File: config.mk
export PLATFORM = sky130hd
export DESIGN_NAME = harmonic_wavetable_flat
export DESIGN_NICKNAME = d
export VERILOG_FILES = /design/src/hw/rtl/hwt_pkg.sv /design/src/hw/rtl/hwt_if.sv /design/src/hw/rtl/hwt_ram.sv /design/src/hw/rtl/hwt_modadd.sv /design/src/hw/rtl/harmonic_wavetable.sv /design/src/flat_wrapper.sv
export SDC_FILE = /design/constraint.sdc
export NUM_CORES = 2
export LEC_CHECK = 0
export BUFFER_PORTS_ARGS = -buffer_cell sky130_fd_sc_hd__buf_4
export CAP_MARGIN = 10
export CORE_MARGIN = 2
export CORE_UTILIZATION = 45
export CTS_BUF_LIST = sky130_fd_sc_hd__clkbuf_16
export DETAILED_ROUTE_END_ITERATION = 7
export SYNTH_ARGS = -nofsm -noshare
export SYNTH_HDL_FRONTEND = slang
export SYNTH_SLANG_ARGS = --single-unit
File: constraint.sdc
create_clock -name clk -period 17.9 [get_ports clk]
set_input_delay 1.79 -clock clk [delete_from_list [all_inputs] [get_ports clk]]
set_output_delay 1.79 -clock clk [all_outputs]
set_load 0.02 [all_outputs]
File: src/hw/rtl/hwt_pkg.sv
`timescale 1ns / 1ps

package hwt_pkg;

	localparam int SAMPLE_W = 8;
	localparam int INDEX_W  = 8;

	// Item mode codes.
	localparam logic MODE_WRITE = 1'b0;
	localparam logic MODE_READ  = 1'b1;

	// Sequencer states, one-hot.
	typedef enum logic [4:0] {
		ST_FILL  = 5'b00001,
		ST_IDLE  = 5'b00010,
		ST_RED   = 5'b00100,
		ST_FETCH = 5'b01000,
		ST_MIX   = 5'b10000
	} state_t;

	// Triangle wave value for an 8-bit phase.
	function automatic logic [SAMPLE_W-1:0] tri_value(input logic [7:0] p);
		logic [8:0] v;
		if (p < 8'd64) begin
			v = 9'd129 + {p, 1'b0};
		end else if (p < 8'd192) begin
			v = 9'd1 + {8'd191 - p, 1'b0};
		end else begin
			v = 9'd1 + {p - 8'd192, 1'b0};
		end
		return v[SAMPLE_W-1:0];
	endfunction

	// Average of two offset-128 samples, halving toward zero.
	function automatic logic [SAMPLE_W-1:0] blend(input logic [SAMPLE_W-1:0] a,
		input logic [SAMPLE_W-1:0] b);
		logic signed [9:0] s;
		logic signed [9:0] t;
		logic signed [9:0] h;
		s = $signed({2'b00, a}) + $signed({2'b00, b}) - 10'sd256;
		t = s + $signed({9'd0, s[9]});
		h = (t >>> 1) + 10'sd128;
		return h[SAMPLE_W-1:0];
	endfunction

endpackage

File: src/hw/rtl/hwt_if.sv
`timescale 1ns / 1ps

interface hwt_in_if;
	logic                          valid;
	logic                          ready;
	logic                          mode;
	logic [hwt_pkg::INDEX_W-1:0]   sample_index;
	logic [hwt_pkg::SAMPLE_W-1:0]  base_sample;

	modport source(output valid, mode, sample_index, base_sample, input ready);
	modport sink(input valid, mode, sample_index, base_sample, output ready);
endinterface

interface hwt_out_if;
	logic                          valid;
	logic                          ready;
	logic [hwt_pkg::SAMPLE_W-1:0]  harmonic_sample;
	logic [hwt_pkg::INDEX_W-1:0]   read_index;

	modport source(output valid, harmonic_sample, read_index, input ready);
	modport sink(input valid, harmonic_sample, read_index, output ready);
endinterface

File: src/hw/rtl/hwt_ram.sv
`timescale 1ns / 1ps

module hwt_ram #(
	parameter int WIDTH = 8,
	parameter int DEPTH = 256
) (
	input  logic                     clk,
	input  logic                     we,
	input  logic [$clog2(DEPTH)-1:0] addr,
	input  logic [WIDTH-1:0]         wdata,
	output logic [WIDTH-1:0]         rdata
);

	logic [WIDTH-1:0] mem_q [DEPTH];

	always_ff @(posedge clk) begin
		if (we) begin
			mem_q[addr] <= wdata;
		end
		rdata <= mem_q[addr];
	end

endmodule

File: src/hw/rtl/hwt_modadd.sv
`timescale 1ns / 1ps

// Adds two operands and folds the sum back once below the modulus.
// Both operands stay below 2**(WIDTH-1), so one subtraction is enough
// whenever both are already reduced.
module hwt_modadd #(
	parameter int WIDTH   = 9,
	parameter int MODULUS = 256
) (
	input  logic [WIDTH-1:0] a,
	input  logic [WIDTH-1:0] b,
	output logic [WIDTH-1:0] y,
	output logic             wrap
);

	localparam logic [WIDTH-1:0] MOD_W = WIDTH'(MODULUS);

	logic [WIDTH-1:0] sum;

	always_comb begin
		sum  = a + b;
		wrap = (sum >= MOD_W);
		y    = wrap ? (sum - MOD_W) : sum;
	end

endmodule

File: src/hw/rtl/harmonic_wavetable.sv
`timescale 1ns / 1ps

// Harmonic wavetable. The block holds TABLE_SIZE unsigned offset-128 base
// samples in a single-port RAM. A write beat (mode 0) stores base_sample at
// sample_index modulo TABLE_SIZE and returns nothing. A read beat (mode 1) at
// index i returns blend(w[i], blend(w[2i], blend(w[3i], w[4i]))), all indices
// modulo TABLE_SIZE, where blend averages two offset-128 samples and rounds
// toward zero. After reset the block runs a fill pass over every entry
// that loads the triangle wave; it takes no beat until the pass is done.
// Sequence: a read goes through the index reduction, four RAM reads and
// three blend steps; a write goes through the index reduction alone. No new
// beat is accepted until the block is back in idle. When TABLE_SIZE is below
// 256 the index reduction subtracts TABLE_SIZE once per step until the index
// is below it. The single RAM port gives one table read per cycle, and
// one shared modular adder reduces indices and steps i, 2i, 3i, 4i.
// The result sits in an output register, so a waiting result only stalls
// the block when the next read is ready to be delivered.
module harmonic_wavetable #(
	parameter int TABLE_SIZE = 256
) (
	input  logic       clk,
	input  logic       arst_n,
	hwt_in_if.sink     req,
	hwt_out_if.source  rsp
);

	localparam int AW = $clog2(TABLE_SIZE);
	// Adder width: room for an 8-bit index or a table address, plus a carry.
	localparam int UW = ((AW > hwt_pkg::INDEX_W) ? AW : hwt_pkg::INDEX_W) + 1;
	// Phase advance per table entry during the fill pass: 256 / TABLE_SIZE.
	localparam int PH_STEP = 256 / TABLE_SIZE;
	localparam int PH_REM  = 256 % TABLE_SIZE;

	localparam logic [AW-1:0] LAST_ADDR = AW'(TABLE_SIZE - 1);

	hwt_pkg::state_t state_q;

	// Fill pass.
	logic [AW-1:0]  fill_q;
	logic [AW-1:0]  rem_q;
	logic [8:0]     ph_q;

	// Item being worked on.
	logic                           mode_q;
	logic [hwt_pkg::INDEX_W-1:0]    idx_q;
	logic [hwt_pkg::INDEX_W-1:0]    r_q;
	logic [hwt_pkg::SAMPLE_W-1:0]   sample_q;
	logic [AW-1:0]                  addr_q;
	logic [AW-1:0]                  step_q;
	logic [1:0]                     cnt_q;
	logic [hwt_pkg::SAMPLE_W-1:0]   w_q [3];
	logic [hwt_pkg::SAMPLE_W-1:0]   acc_q;

	// Output register.
	logic                           out_valid_q;
	logic [hwt_pkg::SAMPLE_W-1:0]   out_sample_q;
	logic [hwt_pkg::INDEX_W-1:0]    out_index_q;

	// Shared modular adder.
	logic [UW-1:0] mod_a;
	logic [UW-1:0] mod_b;
	logic [UW-1:0] mod_y;
	logic          mod_wrap;

	// RAM port.
	logic                           ram_we;
	logic [AW-1:0]                  ram_addr;
	logic [hwt_pkg::SAMPLE_W-1:0]   ram_wdata;
	logic [hwt_pkg::SAMPLE_W-1:0]   ram_rdata;

	logic [UW-1:0]                  r_ext;
	logic [AW-1:0]                  r_addr;
	logic [hwt_pkg::SAMPLE_W-1:0]   mix_a;
	logic [hwt_pkg::SAMPLE_W-1:0]   mix_b;
	logic [hwt_pkg::SAMPLE_W-1:0]   mix_y;
	logic                           accept;
	logic                           red_done;
	logic                           out_load;

	assign accept   = req.valid && req.ready;
	assign req.ready = (state_q == hwt_pkg::ST_IDLE);

	assign r_ext    = UW'(r_q);
	assign r_addr   = r_ext[AW-1:0];
	assign red_done = (state_q == hwt_pkg::ST_RED) && !mod_wrap;

	// The adder serves the fill phase, the index reduction and the address
	// stepping, which never overlap.
	always_comb begin
		case (state_q)
			hwt_pkg::ST_FILL: begin
				mod_a = UW'(rem_q);
				mod_b = UW'(PH_REM);
			end
			hwt_pkg::ST_RED: begin
				mod_a = r_ext;
				mod_b = '0;
			end
			hwt_pkg::ST_FETCH: begin
				mod_a = UW'(addr_q);
				mod_b = UW'(step_q);
			end
			default: begin
				mod_a = '0;
				mod_b = '0;
			end
		endcase
	end

	hwt_modadd #(
		.WIDTH   (UW),
		.MODULUS (TABLE_SIZE)
	) u_modadd (
		.a    (mod_a),
		.b    (mod_b),
		.y    (mod_y),
		.wrap (mod_wrap)
	);

	always_comb begin
		ram_we    = 1'b0;
		ram_addr  = addr_q;
		ram_wdata = sample_q;
		if (state_q == hwt_pkg::ST_FILL) begin
			ram_we    = 1'b1;
			ram_addr  = fill_q;
			ram_wdata = hwt_pkg::tri_value(ph_q[7:0]);
		end else if (red_done && (mode_q == hwt_pkg::MODE_WRITE)) begin
			ram_we   = 1'b1;
			ram_addr = r_addr;
		end
	end

	hwt_ram #(
		.WIDTH (hwt_pkg::SAMPLE_W),
		.DEPTH (TABLE_SIZE)
	) u_ram (
		.clk   (clk),
		.we    (ram_we),
		.addr  (ram_addr),
		.wdata (ram_wdata),
		.rdata (ram_rdata)
	);

	// Blend chain: w3 with w4 (straight from the RAM), then w2, then w1.
	assign mix_a = w_q[2'd2 - cnt_q];
	assign mix_b = (cnt_q == 2'd0) ? ram_rdata : acc_q;
	assign mix_y = hwt_pkg::blend(mix_a, mix_b);

	assign out_load = (state_q == hwt_pkg::ST_MIX) && (cnt_q == 2'd2)
		&& (!out_valid_q || rsp.ready);

	always_ff @(posedge clk or negedge arst_n) begin
		if (!arst_n) begin
			state_q <= hwt_pkg::ST_FILL;
			fill_q  <= '0;
			rem_q   <= '0;
			ph_q    <= '0;
			cnt_q   <= '0;
		end else begin
			case (state_q)
				hwt_pkg::ST_FILL: begin
					fill_q <= fill_q + AW'(1);
					rem_q  <= mod_y[AW-1:0];
					ph_q   <= ph_q + 9'(PH_STEP) + 9'(mod_wrap);
					if (fill_q == LAST_ADDR) begin
						state_q <= hwt_pkg::ST_IDLE;
					end
				end
				hwt_pkg::ST_IDLE: begin
					if (accept) begin
						state_q <= hwt_pkg::ST_RED;
					end
				end
				hwt_pkg::ST_RED: begin
					if (!mod_wrap) begin
						cnt_q <= '0;
						if (mode_q == hwt_pkg::MODE_WRITE) begin
							state_q <= hwt_pkg::ST_IDLE;
						end else begin
							state_q <= hwt_pkg::ST_FETCH;
						end
					end
				end
				hwt_pkg::ST_FETCH: begin
					cnt_q <= cnt_q + 2'd1;
					if (cnt_q == 2'd3) begin
						state_q <= hwt_pkg::ST_MIX;
					end
				end
				hwt_pkg::ST_MIX: begin
					if (cnt_q != 2'd2) begin
						cnt_q <= cnt_q + 2'd1;
					end else if (out_load) begin
						state_q <= hwt_pkg::ST_IDLE;
					end
				end
				default: begin
					state_q <= hwt_pkg::ST_IDLE;
				end
			endcase
		end
	end

	// Item payload registers.
	always_ff @(posedge clk) begin
		if (accept) begin
			mode_q   <= req.mode;
			idx_q    <= req.sample_index;
			r_q      <= req.sample_index;
			sample_q <= req.base_sample;
		end
		if ((state_q == hwt_pkg::ST_RED) && mod_wrap) begin
			r_q <= mod_y[hwt_pkg::INDEX_W-1:0];
		end
		if (red_done) begin
			addr_q <= r_addr;
			step_q <= r_addr;
		end
		if (state_q == hwt_pkg::ST_FETCH) begin
			addr_q <= mod_y[AW-1:0];
			if (cnt_q != 2'd0) begin
				w_q[cnt_q - 2'd1] <= ram_rdata;
			end
		end
		if ((state_q == hwt_pkg::ST_MIX) && (cnt_q != 2'd2)) begin
			acc_q <= mix_y;
		end
		if (out_load) begin
			out_sample_q <= mix_y;
			out_index_q  <= idx_q;
		end
	end

	always_ff @(posedge clk or negedge arst_n) begin
		if (!arst_n) begin
			out_valid_q <= 1'b0;
		end else if (out_load) begin
			out_valid_q <= 1'b1;
		end else if (rsp.ready) begin
			out_valid_q <= 1'b0;
		end
	end

	assign rsp.valid           = out_valid_q;
	assign rsp.harmonic_sample = out_sample_q;
	assign rsp.read_index      = out_index_q;

	// A result beat only appears at the end of the blend sequence.
	a_result_from_mix: assert property (@(posedge clk) disable iff (!arst_n)
		$rose(rsp.valid) |-> $past(state_q == hwt_pkg::ST_MIX))
		else $error("result appeared outside the blend sequence");

	// Every table read address is already reduced below the table size.
	a_fetch_in_range: assert property (@(posedge clk) disable iff (!arst_n)
		(state_q == hwt_pkg::ST_FETCH) |-> ((UW'(addr_q)) < (UW'(TABLE_SIZE))))
		else $error("table read address out of range");

	// An accepted beat always starts with the index reduction.
	a_accept_to_red: assert property (@(posedge clk) disable iff (!arst_n)
		accept |=> (state_q == hwt_pkg::ST_RED))
		else $error("accepted beat did not start index reduction");

	// The blend step counter never runs past its last step.
	a_mix_count: assert property (@(posedge clk) disable iff (!arst_n)
		(state_q == hwt_pkg::ST_MIX) |-> (cnt_q != 2'd3))
		else $error("blend step counter overran");

endmodule

File: src/flat_wrapper.sv
// flat-port wrapper written by rule: the top's interface ports become plain ports
module harmonic_wavetable_flat 
#(
	parameter int TABLE_SIZE = 256
)
  (clk, arst_n, req_valid, req_mode, req_sample_index, req_base_sample, req_ready, rsp_valid, rsp_harmonic_sample, rsp_read_index, rsp_ready);
  hwt_in_if req_i ();
  hwt_out_if rsp_i ();
  input  logic clk;
  input  logic arst_n;
  input wire logic [$bits(req_i.valid)-1:0] req_valid;
  input wire logic [$bits(req_i.mode)-1:0] req_mode;
  input wire logic [$bits(req_i.sample_index)-1:0] req_sample_index;
  input wire logic [$bits(req_i.base_sample)-1:0] req_base_sample;
  output wire logic [$bits(req_i.ready)-1:0] req_ready;
  output wire logic [$bits(rsp_i.valid)-1:0] rsp_valid;
  output wire logic [$bits(rsp_i.harmonic_sample)-1:0] rsp_harmonic_sample;
  output wire logic [$bits(rsp_i.read_index)-1:0] rsp_read_index;
  input wire logic [$bits(rsp_i.ready)-1:0] rsp_ready;
  assign req_i.valid = req_valid;
  assign req_i.mode = req_mode;
  assign req_i.sample_index = req_sample_index;
  assign req_i.base_sample = req_base_sample;
  assign req_ready = req_i.ready;
  assign rsp_valid = rsp_i.valid;
  assign rsp_harmonic_sample = rsp_i.harmonic_sample;
  assign rsp_read_index = rsp_i.read_index;
  assign rsp_i.ready = rsp_ready;
  harmonic_wavetable #(.TABLE_SIZE(TABLE_SIZE)) u_core (.clk(clk), .arst_n(arst_n), .req(req_i), .rsp(rsp_i));
endmodule
======== After elaboration in Yosys (flattened, before gate mapping) ========
Memories as Yosys holds them, arrays and structs flattened. A register that Yosys moved wholly into a read port is not among the register bits.
Index checks and enable logic that the tools add are counted.
cells by class
  add/sub/neg operators ................... 17
  magnitude comparators ................... 3
  equality and inequality tests ........... 16
  muxes and demuxes ....................... 33
  bitwise operators ....................... 1
  reduce and logical (&&, ||, !) cells .... 18
operators with widths
  cell                                                 number
  2-to-1 mux 8 bit                                     12
  2-to-1 mux 5 bit                                     6
  one-hot mux 5 bit (5 select lines)                   1
  one-hot mux 8 bit (3 select lines)                   1
  adder 8 x 8 -> 9 bit                                 2
  adder 1 x 8 -> 8 bit (first input constant)          2
  != test 2 bit (second input constant)                6
  subtractor 9 x 9 -> 10 bit (second input constant)   1
  adder 9 x 1 -> 9 bit                                 1
  adder 9 x 1 -> 9 bit (second input constant)         1
  adder 9 x 2 -> 9 bit                                 1
  >= comparator 9 bit (second input constant)          1
  2-to-1 mux 1 bit                                     9
  adder 8 x 1 -> 8 bit (second input constant)         1
  adder 8 bit (first input constant)                   1
  adder 8 bit (second input constant)                  1
  == test 8 bit (second input constant)                1
  < comparator 8 x 7 -> 1 bit (second input constant)  1
  < comparator 8 bit (second input constant)           1
  nonzero test 2 bit                                   4
  subtractor 8 x 1 -> 8 bit (second input constant)    1
  logical AND 1 bit                                    7
  subtractor 6 x 7 -> 7 bit (first input constant)     1
  subtractor 7 bit (second input constant)             1
  other kinds (20)                                     24
word-level totals
  register bits ........................... 98
  memory bits (writable) .................. 2,072
  input port bits ......................... 21
  output and inout port bits .............. 18
  logic and storage cells ................. 105
  memories kept ........................... 2
memories
  memory              depth  bits a word  rd ports  clocked after memory_dff  write ports  RTL line                  text
  u_core.u_ram.mem_q  256    8            1         1                         1            hwt_ram.sv:14             logic [WIDTH-1:0] mem_q [DEPTH];
  u_core.w_q          3      8            1         0                         1            harmonic_wavetable.sv:51  logic [hwt_pkg::SAMPLE_W-1:0] w_q [3];

======== Longest topological paths before layout ========
  depth after elaboration ................. 11
  depth in mapped cells ................... 24
  gate-level depth less buffers ........... 19

======== Hierarchy ========
A second synthesis with hierarchy kept.
second synthesis, totals
  cell total of the unflattened synthesis .. 4,058
  area total of the unflattened synthesis .. 84,537.3 µm²
by module, submodules not included
  module              instances  cells each  area each (µm²)  sequential area each (µm²)
  hwt_ram             1          3,547       78,492.8         61,659.1
  harmonic_wavetable  1          461         5,675.4          3,474.6
  hwt_modadd          1          50          369.1            0.0

======== Worst setup path before layout ========
Ideal clock, no wire load.
  path kind ............................... reg2reg
  from .................................... reg u_core.state_q[4]
  to ...................................... mem u_core.u_ram.mem_q[0][1], data pin
  setup time .............................. 2.187 ns
  arrival ................................. 11.327 ns
  data required time ...................... 15.713 ns
  setup slack ............................. 4.386 ns
  cell stages (with the launch flop) ...... 6
  buffers on the path ..................... 2
  period minus slack after synthesis ...... 13.514 ns
  cells stage by stage .................... dfrtp_1 > nor3_2 > nand3b_1 > clkbuf_1 > clkbuf_1 > o21ai_0
between the ends
  word-level cells in the longest chain between the ends .. 2
RTL lines
  item                            RTL line                   text
  from (decl)                     harmonic_wavetable.sv:36   hwt_pkg::state_t state_q;
  from (signal assigned)          harmonic_wavetable.sv:155  state_q <= hwt_pkg::ST_FILL;
  from (signal assigned)          harmonic_wavetable.sv:167  state_q <= hwt_pkg::ST_IDLE;
  from (signal assigned)          harmonic_wavetable.sv:172  state_q <= hwt_pkg::ST_RED;
  == test 5 x 1 -> 1 bit          harmonic_wavetable.sv:124  if (state_q == hwt_pkg::ST_FILL) begin
  2-to-1 mux 8 bit                harmonic_wavetable.sv:124
  via u_core.ram_wdata (one bit)  harmonic_wavetable.sv:68   logic [hwt_pkg::SAMPLE_W-1:0] ram_wdata;
  to (decl)                       hwt_ram.sv:14
The timed path passes the listed nets, and every way through them passes these cells.

======== Worst setup path after layout ========
  from .................................... reg u_core.state_q[4]
  to ...................................... reg u_core.u_ram.rdata[7], read port of u_core.u_ram.mem_q
between the ends
  word-level cells in the longest chain between the ends .. 9
  elaborated cells between the ends (all ways) .. 12
  classes of those cells .................. add/sub: 1; order compare: 1; eq/ne: 3; mux: 4; reduce/logical: 3
RTL lines
  item                                                                           RTL line                   text
  == test 5 x 4 -> 1 bit (tied with other cells)                                 harmonic_wavetable.sv:90   case (state_q)
  one-hot mux 8 bit (3 select lines) / 2-to-1 mux 8 bit (equally long branches)  harmonic_wavetable.sv:90
  adder 8 x 8 -> 9 bit                                                           hwt_modadd.sv:21           sum = a + b;
  >= comparator 9 bit                                                            hwt_modadd.sv:22           wrap = (sum >= MOD_W);
  zero test 1 bit                                                                harmonic_wavetable.sv:85   assign red_done = (state_q == hwt_pkg::ST_RED) && !mod_wrap;
  logical AND 1 bit                                                              harmonic_wavetable.sv:85
  logical AND 1 bit                                                              harmonic_wavetable.sv:128  end else if (red_done && (mode_q == hwt_pkg::MODE_WRITE)) begin
  2-to-1 mux 8 bit                                                               harmonic_wavetable.sv:128
  2-to-1 mux 8 bit (*)                                                           harmonic_wavetable.sv:124
  to (decl)                                                                      hwt_ram.sv:11              output logic [WIDTH-1:0] rdata
Mark *: on every way between the ends. The rest lies on a longest branch, timed or not.
A chain may end at the register's enable or synchronous reset.

==> reports/qor.csv <==
stage;metric;value;unit
layout;Util after Layout;50.1;%
run_status;status;completed;
floorplan;core area;195000;µm²
flow_run;maxcap violations;0;
yosys;Most used DFF post-synth;edfxtp_1;
critical_path;reg2reg end;u_core.u_ram.rdata[7];
critical_path;R2R setup slack;9.41;ns
sta;setup TNS;0;ns
placement;Port Buffers;38;
sta;fin crit share;47.4;%
clock_network;post-CTS setup buffers;0;
drt;drt first-iter violations;8816;
grt;remaining global-route overflow;0;
sta;final setup fails;0;
critical_path;CP required;18.66;ns
drt;drt wl/cell;31.1;µm
sta;fin. max-slew vios;0;
clock_network;worst-skew pair later-pin latency;0.89;ns
clock_network;CTS HTree Levels;4;
layout;commonest non-fill, non-tap cell in the layout;edfxtp_1;
floorplan;row count;162;
grt;first-pass GRT wire length;394000;µm
grt;vias in the first global route;51800;
placement;dpl hpwl;168000;µm
yosys;Yosys Warn Count;0;
sta;RSZ-0062 raised after global routing;no;
critical_path;CP max FO;64;
sta;relative slew slack;10.4;%
power;Leakage;33.5;nW
yosys;sequential fraction of the synthesis area;74.1;%
floorplan;I/O pin count;39;
layout;commonest non-fill, non-tap cells in the layout;edfxtp_1, nand2_1, nand3_1, mux2i_1, nor2_1;
hold_path;WHS Endpoint;u_core.rsp.read_index[4];
placement;GPL Wtd Cong;0.981;
sta;Setup Skew;0.0401;ns
yosys;number of flops mapped to enable cells by yosys;2137;
critical_path;CP peak stage delay;0.91;ns
clock_network;Clock Pin Slew Worst Setup and Hold Paths;0.06;ns
clock_network;CTS Buf Count;217;
layout;Fillers;16400;
drt;vias per cell;6.19;
critical_path;Crit. End Element;flop;
yosys;post-synthesis cell count;6264;
placement;Area after DPL;90900;µm²
critical_path;worst setup path startpoint;u_core.state_q[4];
clock_network;Root Buffer;clkbuf_16;
critical_path;Crit Path Class;flop to flop;
yosys;ys async rst share;1.47;%
sta;worst slew pin tran;1.34;ns
grt;initial antenna violation count;16;
floorplan;Die H;446;µm
power;PD cells;145;nW/µm²
floorplan;Initial Util;45.2;%
yosys;synthesized netlist net count;6313;
critical_path;CP most frequent cell;buf_4;
clock_network;CTS resizes;0;
grt;GRT Util Overall;27.8;%
critical_path;Buf+Inv Stages, Crit Path;5;
critical_path;reg-to-reg startpoint;u_core.state_q[4];
yosys;Mapped Area;87900;µm²
layout;share of cells above drive strength 1;8.56;%
yosys;flops & latches, synth;2177;
hold_path;Worst Hold Path Cells;0;
critical_path;critical path's slowest cell;nor3b_4;
drt;final WL;281000;µm
critical_path;critical path's top delay family;simple AND/OR/NAND/NOR gates;
floorplan;chip width;446;µm
sta;final hold violations;0;
sta;fmax;0.118;GHz
drt;first drt pass iteration count;8;
sta;min cycle time layout;8.49;ns
layout;Final Cell Area;97500;µm²
critical_path;crit start category;flop;
drt;ANT nets after route;0;
floorplan;die area;199000;µm²
hold_path;hold_sp;u_core.idx_q[4];
drt;DR vias;55800;
hold_path;worst hold-check path type;flop to flop;
clock_network;# clock sinks;2177;
drt;DRC errors left;0;
layout;nets;6336;
layout;Layout area overhead;10.9;%
clock_network;CTS tree;built;
clock_network;cts hold-fix bufs;0;
power;Max IR drop VDD;0.122;mV
critical_path;worst-case reg-to-reg path depth;19;
yosys;Unique masters post-synth;86;
yosys;Syn Area/Cell;14.0;µm²
critical_path;critical-path cell list;or3_1 > nor3b_4 > a222oi_1 > inv_1 > ha_1 > inv_1 > fa_1 > nor2b_1 > o211ai_1 > nand4_1 > and3_4 > buf_4 > buf_4 > buf_4 > and3_1 > o311ai_0 > a311oi_1 > nand3_1 > a2111o_1;
grt;largest net degree at the start of global routing;201;
critical_path;crit path DAT;9.25;ns
clock_network;clock buffer depth;3;
-- worst max-delay path by stage --
stage,endpoint,depth (start not counted)
floorplan,u_core.u_ram.mem_q[0][1],5
finish,u_core.u_ram.rdata[7],19
global route,u_core.u_ram.rdata[7],19
detailed placement,u_core.u_ram.rdata[7],19
global placement,u_core.u_ram.rdata[4],20
CTS,u_core.u_ram.rdata[7],19
-- logic make-up (layout without fill, tap and decap cells) --
| kind of cell | after synthesis | in the layout | share of synthesized area, % |
|---|---|---|---|
| other cells | 0 | 2 | 0 |
| simple gates | 2470 | 2470 | 12.2 |
| xor+xnor | 38 | 38 | 0.378 |
| buf+inv | 414 | 612 | 2.49 |
| compound gates | 652 | 652 | 4.94 |
| mux | 485 | 485 | 5.54 |
| fa+ha+maj | 28 | 28 | 0.415 |
| flops | 2177 | 2177 | 74.1 |
-- state kept, by name (all words and copies together) (netlist names) --
signal                      cells
u_core.ph_q                     8
u_core.rsp.valid                1
u_core.step_q                   8
u_core.rsp.read_index           8
u_core.addr_q                   8
u_core.state_q                  5
u_core.sample_q                 8
u_core.mode_q                   1
u_core.u_ram.rdata              8
u_core.w_q                     24
u_core.u_ram.mem_q           2048
u_core.r_addr                   8
u_core.rem_q                    8
u_core.fill_q                   8
u_core.idx_q                    8
u_core.rsp.harmonic_sample      8
u_core.cnt_q                    2
u_core.acc_q                    8
-- synthesized netlist by cell type (24+ instances only) --
cell	n	area share (%)
nand4_1	75	0.53
a31oi_1	61	0.43
dfrtp_1	31	0.88
mux2i_1	468	5.3
and3_1	82	0.58
nand3_1	543	3.1
buf_1	26	0.11
nor2_1	356	1.5
inv_1	24	0.10
buf_4	34	0.29
o22ai_1	159	1.1
buf_6	31	0.40
clkbuf_1	82	0.35
a32oi_1	44	0.44
o21ai_0	58	0.33
xnor2_1	27	0.27
ha_1	26	0.37
a21oi_1	166	0.94
nand2_1	1306	5.6
buf_2	217	1.2
edfxtp_1	2137	73
nor4_1	27	0.19
-- layout make-up --
| type | count | area [µm²] | share of cell area [%] |
|---|---|---|---|
| Tap cell | 2542 | 3180 | 3.26 |
| Clock buffer | 220 | 5510 | 5.65 |
| Antenna cell | 2 | 5.00 | 0.00513 |
| Timing Repair Buffer | 194 | 1580 | 1.62 |
| Sequential cell | 2177 | 65100 | 66.8 |
| Clock inverter | 174 | 1090 | 1.12 |
| Inverter | 24 | 90.1 | 0.0924 |
| Multi-Input combinational cell | 3673 | 20900 | 21.4 |
-- where the power goes --
group          total [mW]  internal, mW  switching [mW]
combinational        3.83         0.977            2.85
clock                4.28          2.33            1.94
sequential           6.03          5.96          0.0653
-- metal layers --
metal	part of all wire, %	vias up	global-route usage (%)
met5	0.012	-	0
met4	5.5	6	13.4
met3	12	615	6.91
met2	44	3422	40.9
met1	39	28200	38.8
li1	-	23600	-
-- worst register-to-register path: cells and delay by family, from the launching register on --
family,cells,cell delay [ns]
fa+ha+maj,2,0.64
simple gates,7,3.09
compound gates,5,1.76
flops,1,0.45
buf+inv,5,2.48
-- per-stage QoR --
step	worst slack, ns	cells	power, mW	hold slack, ns
2_1_floorplan	4.39	6264	8.56	0.400
3_3_place_gp	9.66	8607	9.82	0.403
3_5_place_dp	9.59	8610	9.86	0.406
4_1_cts	9.58	9004	14.1	0.421
5_1_grt	9.01	9005	14.5	0.423
6_report	9.41	9006	14.1	0.419
Note: power is estimated with default switching activity, not from simulation.
